<file path="config.mk">
export PLATFORM = sky130hd
export DESIGN_NAME = slcan_ascii_command_parser_top_flat
export DESIGN_NICKNAME = d
export VERILOG_FILES = /design/src/rtl/core/slcp_pkg.sv /design/src/rtl/core/slcp_in_if.sv /design/src/rtl/core/slcp_out_if.sv /design/src/rtl/core/slcan_ascii_command_parser_top.sv /design/src/rtl/core/slcp_collector.sv /design/src/rtl/core/slcp_decoder.sv /design/src/flat_wrapper.sv
export SDC_FILE = /design/constraint.sdc
export NUM_CORES = 1
export LEC_CHECK = 0
export BUFFER_PORTS_ARGS = -buffer_cell sky130_fd_sc_hd__buf_4
export CAP_MARGIN = 20
export CORE_MARGIN = 5
export CORE_UTILIZATION = 40
export CTS_BUF_LIST = sky130_fd_sc_hd__clkbuf_4 sky130_fd_sc_hd__clkbuf_8
export CTS_CLUSTER_SIZE = 40
export DETAILED_ROUTE_END_ITERATION = 10
export PLACE_DENSITY_LB_ADDON = 0.3
export REMOVE_ABC_BUFFERS = 1
export SYNTH_ARGS = -nofsm -noshare
export SYNTH_HDL_FRONTEND = slang
export SYNTH_SLANG_ARGS = --single-unit
</file>
<file path="constraint.sdc">
create_clock -name clk -period 10.7 [get_ports clk]
set_input_delay 0 -clock clk [delete_from_list [all_inputs] [get_ports clk]]
set_output_delay 0 -clock clk [all_outputs]
set_load 0.02 [all_outputs]
</file>
<file path="src/rtl/core/slcp_pkg.sv">
// Shared types, constants and decode functions for the SLCAN command parser.
`timescale 1ns / 1ps

package slcp_pkg;

  localparam int CharW    = 8;
  localparam int IdW      = 32;
  localparam int DlcW     = 4;
  localparam int PayW     = 64;
  localparam int RateW    = 10;
  localparam int PosW     = 5;
  localparam int KindW    = 4;
  localparam int NibW     = 4;
  localparam int IdNibs   = IdW / NibW;
  localparam int DataNibs = PayW / NibW;
  localparam int DataBytes = PayW / 8;

  localparam logic [PosW-1:0]  PosMax   = '1;
  localparam logic [PosW-1:0]  IdLenStd = 5'd3;
  localparam logic [PosW-1:0]  IdLenExt = 5'd8;
  localparam logic [DlcW-1:0]  DlcMax   = 4'd8;
  localparam logic [CharW-1:0] CharCr   = 8'd13;

  localparam logic [CharW-1:0] ChS   = "S";
  localparam logic [CharW-1:0] ChO   = "O";
  localparam logic [CharW-1:0] ChL   = "L";
  localparam logic [CharW-1:0] ChLl  = "l";
  localparam logic [CharW-1:0] ChC   = "C";
  localparam logic [CharW-1:0] ChZ   = "Z";
  localparam logic [CharW-1:0] ChF   = "F";
  localparam logic [CharW-1:0] ChV   = "V";
  localparam logic [CharW-1:0] ChVl  = "v";
  localparam logic [CharW-1:0] ChN   = "N";
  localparam logic [CharW-1:0] ChT   = "T";
  localparam logic [CharW-1:0] ChTl  = "t";
  localparam logic [CharW-1:0] ChR   = "R";
  localparam logic [CharW-1:0] ChRl  = "r";
  localparam logic [CharW-1:0] ChOne = "1";

  typedef enum logic [KindW-1:0] {
    KIND_BITRATE  = 4'd0,
    KIND_OPEN     = 4'd1,
    KIND_LISTEN   = 4'd2,
    KIND_LOOPBACK = 4'd3,
    KIND_CLOSE    = 4'd4,
    KIND_TRANSMIT = 4'd5,
    KIND_BUSY     = 4'd6,
    KIND_TS_ON    = 4'd7,
    KIND_TS_OFF   = 4'd8,
    KIND_FLAGS    = 4'd9,
    KIND_VERSION  = 4'd10,
    KIND_MINOR    = 4'd11,
    KIND_SERIAL   = 4'd12,
    KIND_UNKNOWN  = 4'd13
  } cmd_kind_t;

  typedef struct packed {
    logic [PosW-1:0]  pos;
    logic [CharW-1:0] letter;
    logic [CharW-1:0] arg;
    logic [IdW-1:0]   id;
    logic [DlcW-1:0]  len;
    logic [PayW-1:0]  data;
  } coll_state_t;

  typedef struct packed {
    cmd_kind_t        kind;
    logic [RateW-1:0] bitrate;
    logic             ext_id;
    logic             rtr;
    logic [IdW-1:0]   can_id;
    logic [DlcW-1:0]  dlc;
    logic [PayW-1:0]  payload;
  } result_t;

  function automatic logic [NibW-1:0] hex_value(input logic [CharW-1:0] c);
    logic [CharW-1:0] t;
    t = 8'd0;
    if (c >= "0" && c <= "9") begin
      t = c - 8'h30;
    end else if (c >= "A" && c <= "F") begin
      t = c - 8'h37;
    end else if (c >= "a" && c <= "f") begin
      t = c - 8'h57;
    end
    return t[NibW-1:0];
  endfunction

  function automatic logic is_transmit(input logic [CharW-1:0] c);
    return (c == ChTl) || (c == ChT) || (c == ChRl) || (c == ChR);
  endfunction

  function automatic logic is_extended(input logic [CharW-1:0] c);
    return (c == ChT) || (c == ChR);
  endfunction

  function automatic logic [RateW-1:0] bitrate_of(input logic [CharW-1:0] c);
    logic [RateW-1:0] r;
    case (c)
      "0":     r = 10'd10;
      "1":     r = 10'd20;
      "2":     r = 10'd50;
      "3":     r = 10'd100;
      "4":     r = 10'd125;
      "5":     r = 10'd250;
      "6":     r = 10'd500;
      "7":     r = 10'd800;
      "8":     r = 10'd1000;
      default: r = 10'd100;
    endcase
    return r;
  endfunction

endpackage

</file>
<file path="src/rtl/core/slcp_in_if.sv">
// Character input channel: valid/ready with character and controller ready.
`timescale 1ns / 1ps

interface slcp_in_if;
  import slcp_pkg::*;

  logic             valid;
  logic             ready;
  logic [CharW-1:0] char_in;
  logic             can_ready;

  modport source (output valid, output char_in, output can_ready, input ready);
  modport sink (input valid, input char_in, input can_ready, output ready);
endinterface

</file>
<file path="src/rtl/core/slcp_out_if.sv">
// Decoded command channel: valid/ready with the result fields.
`timescale 1ns / 1ps

interface slcp_out_if;
  import slcp_pkg::*;

  logic             valid;
  logic             ready;
  logic [KindW-1:0] cmd_kind;
  logic [RateW-1:0] bitrate_kbps;
  logic             ext_id;
  logic             rtr;
  logic [IdW-1:0]   can_id;
  logic [DlcW-1:0]  dlc;
  logic [PayW-1:0]  payload;

  modport source (output valid, output cmd_kind, output bitrate_kbps, output ext_id,
                  output rtr, output can_id, output dlc, output payload, input ready);
  modport sink (input valid, input cmd_kind, input bitrate_kbps, input ext_id,
                input rtr, input can_id, input dlc, input payload, output ready);
endinterface

</file>
<file path="src/rtl/core/slcan_ascii_command_parser_top.sv">
// SLCAN ASCII command parser top level: input register, collector, result register.
// Throughput: one character per cycle, except that a carriage return waits while a result is pending and not taken.
// A carriage return passes through the input register; its decoded result then loads the result register once free.
// The result register lets the next character in while a result waits to be taken.
// Reset (rst, synchronous, active high) empties both registers and clears the command.
`timescale 1ns / 1ps

module slcan_ascii_command_parser_top (
  input logic       clk,
  input logic       rst,
  slcp_in_if.sink   cmd,
  slcp_out_if.source result
);
  import slcp_pkg::*;

  logic             s1_valid;
  logic [CharW-1:0] s1_char;
  logic             s1_can_ready;
  logic             s1_cr;
  logic             s1_adv;
  logic             out_free;
  logic             out_valid;
  result_t          out_res;
  result_t          dec_res;
  coll_state_t      coll;

  assign s1_cr     = (s1_char == CharCr);
  assign out_free  = !out_valid || result.ready;
  assign s1_adv    = s1_valid && (!s1_cr || out_free);
  assign cmd.ready = !s1_valid || s1_adv;

  always_ff @(posedge clk) begin
    if (rst) begin
      s1_valid <= 1'b0;
    end else if (cmd.ready) begin
      s1_valid <= cmd.valid;
    end
  end

  always_ff @(posedge clk) begin
    if (cmd.ready && cmd.valid) begin
      s1_char      <= cmd.char_in;
      s1_can_ready <= cmd.can_ready;
    end
  end

  slcp_collector u_collector (
    .clk     (clk),
    .rst     (rst),
    .advance (s1_adv),
    .char_in (s1_char),
    .state   (coll)
  );

  slcp_decoder u_decoder (
    .state     (coll),
    .can_ready (s1_can_ready),
    .res       (dec_res)
  );

  always_ff @(posedge clk) begin
    if (rst) begin
      out_valid <= 1'b0;
    end else if (s1_adv && s1_cr) begin
      out_valid <= 1'b1;
    end else if (result.ready) begin
      out_valid <= 1'b0;
    end
  end

  always_ff @(posedge clk) begin
    if (s1_adv && s1_cr) begin
      out_res <= dec_res;
    end
  end

  assign result.valid        = out_valid;
  assign result.cmd_kind     = out_res.kind;
  assign result.bitrate_kbps = out_res.bitrate;
  assign result.ext_id       = out_res.ext_id;
  assign result.rtr          = out_res.rtr;
  assign result.can_id       = out_res.can_id;
  assign result.dlc          = out_res.dlc;
  assign result.payload      = out_res.payload;

  // command ends: collector back at the start
  a_cr_clears: assert property (@(posedge clk) disable iff (rst)
    (s1_adv && s1_cr) |=> (coll.pos == '0))
    else $error("collector not cleared after carriage return");

  // a held character is never lost or altered
  a_s1_hold: assert property (@(posedge clk) disable iff (rst)
    (s1_valid && !s1_adv) |=> (s1_valid && $stable(s1_char)))
    else $error("input register dropped a character");

  // a pending result is not overwritten
  a_no_overwrite: assert property (@(posedge clk) disable iff (rst)
    (out_valid && !result.ready) |-> !(s1_adv && s1_cr))
    else $error("result overwritten while stalled");

  // frame fields are zero except on a transmit
  a_frame_zero: assert property (@(posedge clk) disable iff (rst)
    (out_valid && (out_res.kind != KIND_TRANSMIT)) |->
      ((out_res.can_id == '0) && (out_res.payload == '0) && (out_res.dlc == '0)))
    else $error("frame fields set on a non-transmit result");

  a_dlc_range: assert property (@(posedge clk) disable iff (rst)
    out_valid |-> (out_res.dlc <= DlcMax))
    else $error("length beyond clamp");
endmodule

</file>
<file path="src/rtl/core/slcp_collector.sv">
// Command collector: letter, argument, hex identifier, length and data nibbles.
`timescale 1ns / 1ps

module slcp_collector (
  input  logic                      clk,
  input  logic                      rst,
  input  logic                      advance,
  input  logic [slcp_pkg::CharW-1:0] char_in,
  output slcp_pkg::coll_state_t     state
);
  import slcp_pkg::*;

  coll_state_t      st;
  coll_state_t      st_next;
  logic [NibW-1:0]  hex;
  logic [PosW-1:0]  idlen;
  logic [PosW-1:0]  id_nib;
  logic [PosW-1:0]  dpos;
  logic [NibW-1:0]  data_nib;

  assign hex      = hex_value(char_in);
  assign idlen    = is_extended(st.letter) ? IdLenExt : IdLenStd;
  assign id_nib   = idlen - st.pos;
  assign dpos     = st.pos - idlen - 5'd2;
  assign data_nib = dpos[NibW-1:0] ^ 4'd1;

  always_comb begin
    st_next = st;
    if (char_in == CharCr) begin
      st_next = '0;
    end else begin
      if (st.pos == '0) begin
        st_next.letter = char_in;
      end else if (is_transmit(st.letter)) begin
        if (st.pos <= idlen) begin
          for (int n = 0; n < IdNibs; n++) begin
            if (id_nib == PosW'(n)) begin
              st_next.id[n*NibW +: NibW] = st.id[n*NibW +: NibW] | hex;
            end
          end
        end else if (st.pos == idlen + 5'd1) begin
          st_next.len = hex;
        end else if (dpos < PosW'(DataNibs)) begin
          for (int n = 0; n < DataNibs; n++) begin
            if (data_nib == NibW'(n)) begin
              st_next.data[n*NibW +: NibW] = st.data[n*NibW +: NibW] | hex;
            end
          end
        end
      end else if (st.pos == 5'd1) begin
        st_next.arg = char_in;
      end
      if (st.pos != PosMax) begin
        st_next.pos = st.pos + 5'd1;
      end
    end
  end

  always_ff @(posedge clk) begin
    if (rst) begin
      st <= '0;
    end else if (advance) begin
      st <= st_next;
    end
  end

  assign state = st;
endmodule

</file>
<file path="src/rtl/core/slcp_decoder.sv">
// Command decoder: turns the collected command into a result at carriage return.
`timescale 1ns / 1ps

module slcp_decoder (
  input  slcp_pkg::coll_state_t state,
  input  logic                  can_ready,
  output slcp_pkg::result_t     res
);
  import slcp_pkg::*;

  logic [CharW-1:0] letter;
  logic [DlcW-1:0]  dlc;
  logic             rtr;

  assign letter = (state.pos == '0) ? '0 : state.letter;
  assign dlc    = (state.len > DlcMax) ? DlcMax : state.len;
  assign rtr    = (letter == ChRl) || (letter == ChR);

  always_comb begin
    res      = '0;
    res.kind = KIND_UNKNOWN;
    case (letter)
      ChS:  begin
        res.kind    = KIND_BITRATE;
        res.bitrate = bitrate_of(state.arg);
      end
      ChO:  res.kind = KIND_OPEN;
      ChL:  res.kind = KIND_LISTEN;
      ChLl: res.kind = KIND_LOOPBACK;
      ChC:  res.kind = KIND_CLOSE;
      ChZ:  res.kind = (state.arg == ChOne) ? KIND_TS_ON : KIND_TS_OFF;
      ChF:  res.kind = KIND_FLAGS;
      ChV:  res.kind = KIND_VERSION;
      ChVl: res.kind = KIND_MINOR;
      ChN:  res.kind = KIND_SERIAL;
      ChTl, ChT, ChRl, ChR: begin
        if (!can_ready) begin
          res.kind = KIND_BUSY;
        end else begin
          res.kind   = KIND_TRANSMIT;
          res.ext_id = is_extended(letter);
          res.rtr    = rtr;
          res.can_id = state.id;
          res.dlc    = dlc;
          for (int b = 0; b < DataBytes; b++) begin
            if (!rtr && (DlcW'(b) < dlc)) begin
              res.payload[b*8 +: 8] = state.data[b*8 +: 8];
            end
          end
        end
      end
      default: res.kind = KIND_UNKNOWN;
    endcase
  end
endmodule
</file>
<file path="src/flat_wrapper.sv">
// flat-port wrapper written by rule: the top's interface ports become plain ports
module slcan_ascii_command_parser_top_flat import slcp_pkg::*;
  (clk, rst, cmd_valid, cmd_char_in, cmd_can_ready, cmd_ready, result_valid, result_cmd_kind, result_bitrate_kbps, result_ext_id, result_rtr, result_can_id, result_dlc, result_payload, result_ready);
  slcp_in_if cmd_i ();
  slcp_out_if result_i ();
  input logic clk;
  input logic rst;
  input wire logic [$bits(cmd_i.valid)-1:0] cmd_valid;
  input wire logic [$bits(cmd_i.char_in)-1:0] cmd_char_in;
  input wire logic [$bits(cmd_i.can_ready)-1:0] cmd_can_ready;
  output wire logic [$bits(cmd_i.ready)-1:0] cmd_ready;
  output wire logic [$bits(result_i.valid)-1:0] result_valid;
  output wire logic [$bits(result_i.cmd_kind)-1:0] result_cmd_kind;
  output wire logic [$bits(result_i.bitrate_kbps)-1:0] result_bitrate_kbps;
  output wire logic [$bits(result_i.ext_id)-1:0] result_ext_id;
  output wire logic [$bits(result_i.rtr)-1:0] result_rtr;
  output wire logic [$bits(result_i.can_id)-1:0] result_can_id;
  output wire logic [$bits(result_i.dlc)-1:0] result_dlc;
  output wire logic [$bits(result_i.payload)-1:0] result_payload;
  input wire logic [$bits(result_i.ready)-1:0] result_ready;
  assign cmd_i.valid = cmd_valid;
  assign cmd_i.char_in = cmd_char_in;
  assign cmd_i.can_ready = cmd_can_ready;
  assign cmd_ready = cmd_i.ready;
  assign result_valid = result_i.valid;
  assign result_cmd_kind = result_i.cmd_kind;
  assign result_bitrate_kbps = result_i.bitrate_kbps;
  assign result_ext_id = result_i.ext_id;
  assign result_rtr = result_i.rtr;
  assign result_can_id = result_i.can_id;
  assign result_dlc = result_i.dlc;
  assign result_payload = result_i.payload;
  assign result_i.ready = result_ready;
  slcan_ascii_command_parser_top u_core (.clk(clk), .rst(rst), .cmd(cmd_i), .result(result_i));
endmodule
</file>
==> metrics.md, run 1 <==
| Metric | Value |
|---|---|
| Hold-fix buffer count after cts | 14 |
| WL met1 | 10370 um |
| Io pins | 131 |
| Setup crit start kind | flip-flop |
| Met3 wire len | 1270 um |
| Fmax | 0.2737 GHz |
| Total CTS buffers | 42 |
| Antenna Diode Count | 0 |
| DP HPWL | 15230 um |
| Clock Latency Late Sink | 0.53 ns |
| VDD IR-drop max | 0.06338 mV |
| Syn avg cell area | 11.65 um^2 |
| Post-synth EDFFs | 125 |
| Initial core utilization | 40.76% |
| Max Cap Violations | 0 |
| # fillers | 2285 |
| Comb pwr share | 3.1% |
| Iteration-0 DRC count of the detailed router | 492 |
| Post-DRT Antenna Nets | 0 |
| CP max-delay cell | buf_4 |
| Hold Path Origin | cmd_char_in[5] |
| Grt total ovfl | 0 |
| Internal Pwr Total | 1.550 mW |
| Sequential power share | 51.4% |
| Setup TNS | 0 ns |
| Slew margin rel. | 27.22% |
| Unrepaired setup endpoints after global routing | no |
| PD cells | 156.0 nW/um^2 |
| First-pass GRT wire length | 37750 um |
| Switch share | 20.85% |
| Setup bufs post-CTS | 0 |
| Crit path cell chain | xnor2_4 -> nor4_4 -> inv_1 -> ha_1 -> or3b_1 -> a31o_2 -> nor2b_1 -> o41ai_4 -> buf_4 -> a32o_1 |
| Final min period | 3.654 ns |
| Buffers on Ports | 130 |
| CP max stage delay | 0.58 ns |
| Number of vias per cell | 5.303 |
| Footprint of the multi-input gates | 3782 um^2 |
| Die area | 29050 um^2 |
| Drt pass-1 iters | 6 |
| Worst Path Required | 11.16 ns |
| TritonCTS clock tree | built |
| H-tree depth reported by CTS | 2 |
| Hold Path Depth | 2 |
| Async SR Flop Fraction | 0% |
| Clock Path Buffers | 3 |
| Synth Cell Area | 10290 um^2 |
| Share of cells above drive strength 1 | 22.27% |
| Met2 WL | 11320 um |
| Final hold vios | 0 |
| Reg-to-reg critical path startpoint | u_core.u_collector.state[109] |
| Post-synthesis sequential area ratio | 60.38% |
| Worst Hold End | u_core.s1_char[5] |
| Worst Tran Pin Value | 1.092 ns |
| Max Used Layer | met4 |
| P_leak | 4.520 nW |
| Outcome | finished, final reports clean |
| Leading cell type in the layout, fill and taps excluded | buf_4 |
| Crit path max-delay family | simple AND/OR/NAND/NOR gates |
| Largest net degree at the start of global routing | 88 |
| CP max FO | 64 |
| Worst r2r path cells | 10 |
| Wirelength, routed | 23410 um |
| Core area | 25250 um^2 |
| PostCTS Resize Cnt | 0 |
| Drt drc | 0 |
| Flop2flop setup slack | 7.05 ns |
| Critical Setup Path Class | reg -> reg |
| Critical path endpoint category | flip-flop |
| Worst EP arrival | 4.11 ns |
| Final Power | 1.959 mW |
| Distinct cells, synth | 67 |
| Final #Nets | 1054 |
| WL/cell | 16.91 um |
| Area Growth Syn to Fin | 21.94% |
| Num Clock Sinks | 248 |
| Worst Hold Class | in -> reg |
| FF+latch area | 6216 um^2 |
| Psw | 0.4084 mW |
| Clock network power share | 45.5% |
| Highest-count cells in the layout ignoring fill and taps | buf_4 (136), edfxtp_1 (125), dfxtp_1 (123) |
| Finish-stage setup viols | 0 |
| Cells after Synth | 884 |
| Ys Warns | 0 |
| Clock root buffer | clkbuf_8 |
| Period utilization | 34.15% |
| Reg2reg end | u_core.u_collector.state[49] |
| FP Rows | 58 |
| Clock skew | 0.02307 ns |
| Routed via count | 7345 |
| Vias in the first global route | 7186 |
| Top FF cell, synth | edfxtp_1 |
| Fin. max-slew vios | 0 |
| Final Wtd Congestion | 0.8209 |
| Die height | 170.4 um |
| Initial antenna violation count | 0 |
| #FFs+latches synth | 248 |
| Clock slew at reported path FFs | 0.06 ns |
| DIE WIDTH | 170.4 um |
| All-Layer GR Usage | 15.93% |
| WP buf/inv | 2 |
-- synth_stat cells (all sizes together), types with 4 or more instances --
library cell	count	area share, %
and2	101	6.1
ha	16	1.9
nor4	9	0.90
a21oi	77	3.7
o21ai	41	2.0
nand3b	4	0.29
a22oi	7	0.51
o2111ai	4	0.34
nor4b	4	0.40
inv	20	0.73
dfxtp	123	24
and3	5	0.30
a32o	64	6.2
clkbuf	40	1.5
or2	4	0.24
nand2	19	0.69
o211ai	6	0.44
edfxtp	125	36
nand3	21	1.0
a211oi	17	1.2
buf	15	1.2
mux2i	6	0.70
nor3	9	0.44
o31ai	4	0.29
nor2	84	3.1
nor2b	8	0.49
xnor2	5	0.61
-- flip-flops by register name, summed over array words and instances (netlist names), 4 cells and up --
signal,count
u_core.result.dlc,4
u_core.result.bitrate_kbps,10
u_core.u_collector.state,121
u_core.s1_char,8
u_core.result.can_id,32
u_core.result.payload,64
u_core.result.cmd_kind,4
-- per-stage QoR --
step	setup slack [ns]	instances	util, %	cell area, um^2	hold slack (ns)
floorplan	4.991	829	-	10020	0.06907
global placement	7.165	1295	45.57	11510	0.1790
detailed placement	7.039	1295	45.57	11510	0.1795
CTS	7.052	1385	49.71	12550	0.1504
global route	6.773	1385	49.71	12550	0.1871
finish	7.046	1385	49.71	12550	0.1976
-- cells by family (layout without fill, tap and decap cells) --
family / after synthesis / after routing / synth area share (%)
adder cells (fa/ha/maj): 18 / 18 / 2.333
AND/OR/NAND/NOR: 291 / 291 / 15.82
XOR/XNOR: 8 / 8 / 0.8630
AO/OA/AOI/OAI: 236 / 236 / 16.30
multiplexers: 8 / 8 / 0.9237
buffers and inverters: 75 / 246 / 3.379
flip-flops: 248 / 248 / 60.38
-- power by group through the flow --
stage	Sequential, mW	Combinational, mW	Clock [mW]
3_3_place_gp	1.03	0.0547	0
4_1_cts	1.01	0.0599	0.918
6_report	1.01	0.0602	0.892
2_1_floorplan	1.02	0.0363	0
5_1_grt	1.01	0.0661	0.958
3_5_place_dp	1.03	0.0561	0
-- metal layers --
metal / vias up / global-route usage (%)
li1: 3577 / -
met4: 0 / 4.757
met3: 39 / 2.811
met5: - / 0
met2: 197 / 26.69
met1: 3532 / 21.25
-- worst max-delay path by stage --
stage	endpoint	slack, ns	depth (start not counted)	startpoint
after detailed placement	u_core.u_collector.state[42]	7.04	10	u_core.u_collector.state[109]
after global placement	u_core.u_collector.state[32]	7.16	10	u_core.u_collector.state[109]
final	u_core.u_collector.state[49]	7.05	10	u_core.u_collector.state[109]
after floorplan	u_core.u_collector.state[64]	4.99	5	u_core.s1_char[4]
after CTS	u_core.u_collector.state[49]	7.05	10	u_core.u_collector.state[109]
after global routing	u_core.u_collector.state[46]	6.77	13	u_core.u_collector.state[110]
-- layout make-up --
cell class	instances	share of cell area, %
multi-input cells	561	30.13
repair buffers	150	9.249
flip-flops and latches	248	49.52
inverters	20	0.5980
clock inverters	6	0.6379
well taps	330	3.289
clock buffers	70	6.578
No activity file was read; power rests on OpenSTA's default activity.
==> run 2: changes to the inputs <==
==> constraint.sdc (replaced) <==
create_clock -name clk -period 3.29 [get_ports clk]
set_input_delay 0 -clock clk [delete_from_list [all_inputs] [get_ports clk]]
set_output_delay 0 -clock clk [all_outputs]
set_load 0.02 [all_outputs]
==> run 2 against run 1 <==
Worst setup slack worse by 6.9 ns. Core utilization rose by 0.89 points. Total power grew to 3.2 times the previous value. Hold slack lost 0.010 ns. Non-clock buffer count increased by 23. Register-to-register slack lost 6.9 ns. Critical path depth rose by 1. Via count grew 0.83%. Largest cell class unchanged. Largest power group unchanged.
==> metrics.md, run 2 (synthesized netlist as in run 1, its figures left out) <==
| Metric | Value |
|---|---|
| Place WS | 0.06766 ns |
| Share of cells above drive strength 1 | 25.65% |
| DIE WIDTH | 170.4 um |
| First-pass GRT wire length | 37650 um |
| Initial core utilization | 40.76% |
| Util after Layout | 50.60% |
| FP Rows | 58 |
| Clock Latency Late Sink | 0.53 ns |
| Clock slew at reported path FFs | 0.06 ns |
| Final min period | 3.115 ns |
| Period utilization | 94.69% |
| Iteration-0 DRC count of the detailed router | 559 |
| VDD IR-drop max | 0.2692 mV |
| Final hold vios | 0 |
| Total CTS buffers | 40 |
| Worst EP arrival | 3.58 ns |
| Finish-stage setup viols | 0 |
| PD cells | 487.4 nW/um^2 |
| Slew margin rel. | 35.59% |
| Max Cap Violations | 0 |
| Core area | 25250 um^2 |
| Num Clock Sinks | 248 |
| Antenna Diode Count | 0 |
| Worst Path Required | 3.75 ns |
| Clock root buffer | clkbuf_8 |
| Largest register FFs | 121 |
| Buffers on Ports | 130 |
| CP max FO | 64 |
| Highest-count cells in the layout ignoring fill and taps | buf_4 (155), edfxtp_1 (125), dfxtp_1 (122) |
| TritonCTS clock tree | built |
| Drt drc | 0 |
| Die area | 29050 um^2 |
| Placed cell count | 1317 |
| Area Growth Syn to Fin | 24.12% |
| Final Wtd Congestion | 0.8576 |
| Clock skew | 0.01424 ns |
| All-Layer GR Usage | 15.87% |
| Io pins | 131 |
| CP max-delay cell | dfxtp_1 |
| Outcome | finished, final reports clean |
| CP max stage delay | 0.41 ns |
| Critical Setup Path Class | reg -> reg |
| Fmax | 0.3210 GHz |
| DP HPWL | 15500 um |
| Fin. max-slew vios | 0 |
| Worst Tran Pin Value | 0.9661 ns |
| Post-DRT Antenna Nets | 0 |
| Clock Path Buffers | 3 |
| Placed inst area | 11700 um^2 |
| Setup crit start kind | flip-flop |
| Number of vias per cell | 5.267 |
| Final #Nets | 1075 |
| Routed via count | 7406 |
| Crit path cell chain | xnor2_4 -> nor4_4 -> inv_2 -> buf_4 -> ha_1 -> or3b_1 -> a31o_2 -> nor2b_1 -> o41ai_4 -> buf_12 -> a32o_1 |
| Initial antenna violation count | 0 |
| Drt pass-1 iters | 5 |
| Leading cell type in the layout, fill and taps excluded | buf_4 |
| PnR worst setup slack | 0.1746 ns |
| Grt total ovfl | 0 |
| P_leak | 4.639 nW |
| Critical path endpoint category | flip-flop |
| WL/cell | 16.62 um |
| Die height | 170.4 um |
| Post-Layout Cell Count | 1406 |
| H-tree depth reported by CTS | 2 |
| Largest net degree at the start of global routing | 87 |
| Post-route cell area | 12780 um^2 |
| Vias in the first global route | 7197 |
| Worst Hold Class | in -> reg |
| Wirelength, routed | 23370 um |
| Setup bufs post-CTS | 0 |
[run 2: layout make-up]
class | instances | area [um^2]
fill | 2291 | 12480
timing repair buffer | 173 | 1384
clock inverter | 4 | 25.02
multi-input combinational | 561 | 3832
sequential | 248 | 6217
clock buffer | 70 | 832.0
inverter | 20 | 75.07
tap | 330 | 412.9
[run 2: metrics by stage]
stage / setup TNS, ns / power (mW) / hold WS [ns]
final: 0 / 6.228 / 0.1873
after global placement: 0 / 3.532 / 0.1811
after detailed placement: 0 / 3.534 / 0.1811
after floorplan: -393.64 / 3.444 / 0.06907
after CTS: 0 / 6.303 / 0.1584
after global routing: -0.008861 / 6.481 / 0.1728
[run 2: timing repair]
item	in CTS	in global routing
hold endpoints to repair	43	0
hold buffers	14	0
gates resized for setup	0	19
setup endpoints to repair	0	64
[run 2: where the power goes]
part / internal (mW) / switching, mW
combinational: 0.0883 / 0.138
sequential: 3.24 / 0.0283
clock: 1.58 / 1.15
total: 4.91 / 1.32
[run 2: path summary, 6_finish.rpt]
check,cells past startpoint,startpoint,end,slack [ns]
min,2,cmd_char_in[5],u_core.s1_char[5],0.19
min reg2reg,1,u_core.u_collector.state[40],u_core.u_collector.state[40],0.46
max reg2reg,11,u_core.u_collector.state[110],u_core.u_collector.state[18],0.17
max,11,u_core.u_collector.state[110],u_core.u_collector.state[18],0.17
[run 2: critical path, delay by kind of cell, from the launching register on]
family / cells / cell delay [ns]
AND/OR/NAND/NOR: 3 / 0.84
XOR/XNOR: 1 / 0.11
flip-flops: 1 / 0.41
buffers and inverters: 3 / 0.57
AO/OA/AOI/OAI: 3 / 0.87
adder cells (fa/ha/maj): 1 / 0.22
[run 2: layer usage]
| metal | track usage [%] | wire length (um) | vias up |
|---|---|---|---|
| met1 | 21.29 | 10140 | 3531 |
| met5 | 0 | 0 | - |
| li1 | - | - | 3625 |
| met3 | 2.997 | 1496 | 38 |
| met4 | 5.451 | 511 | 0 |
| met2 | 25.93 | 11210 | 212 |
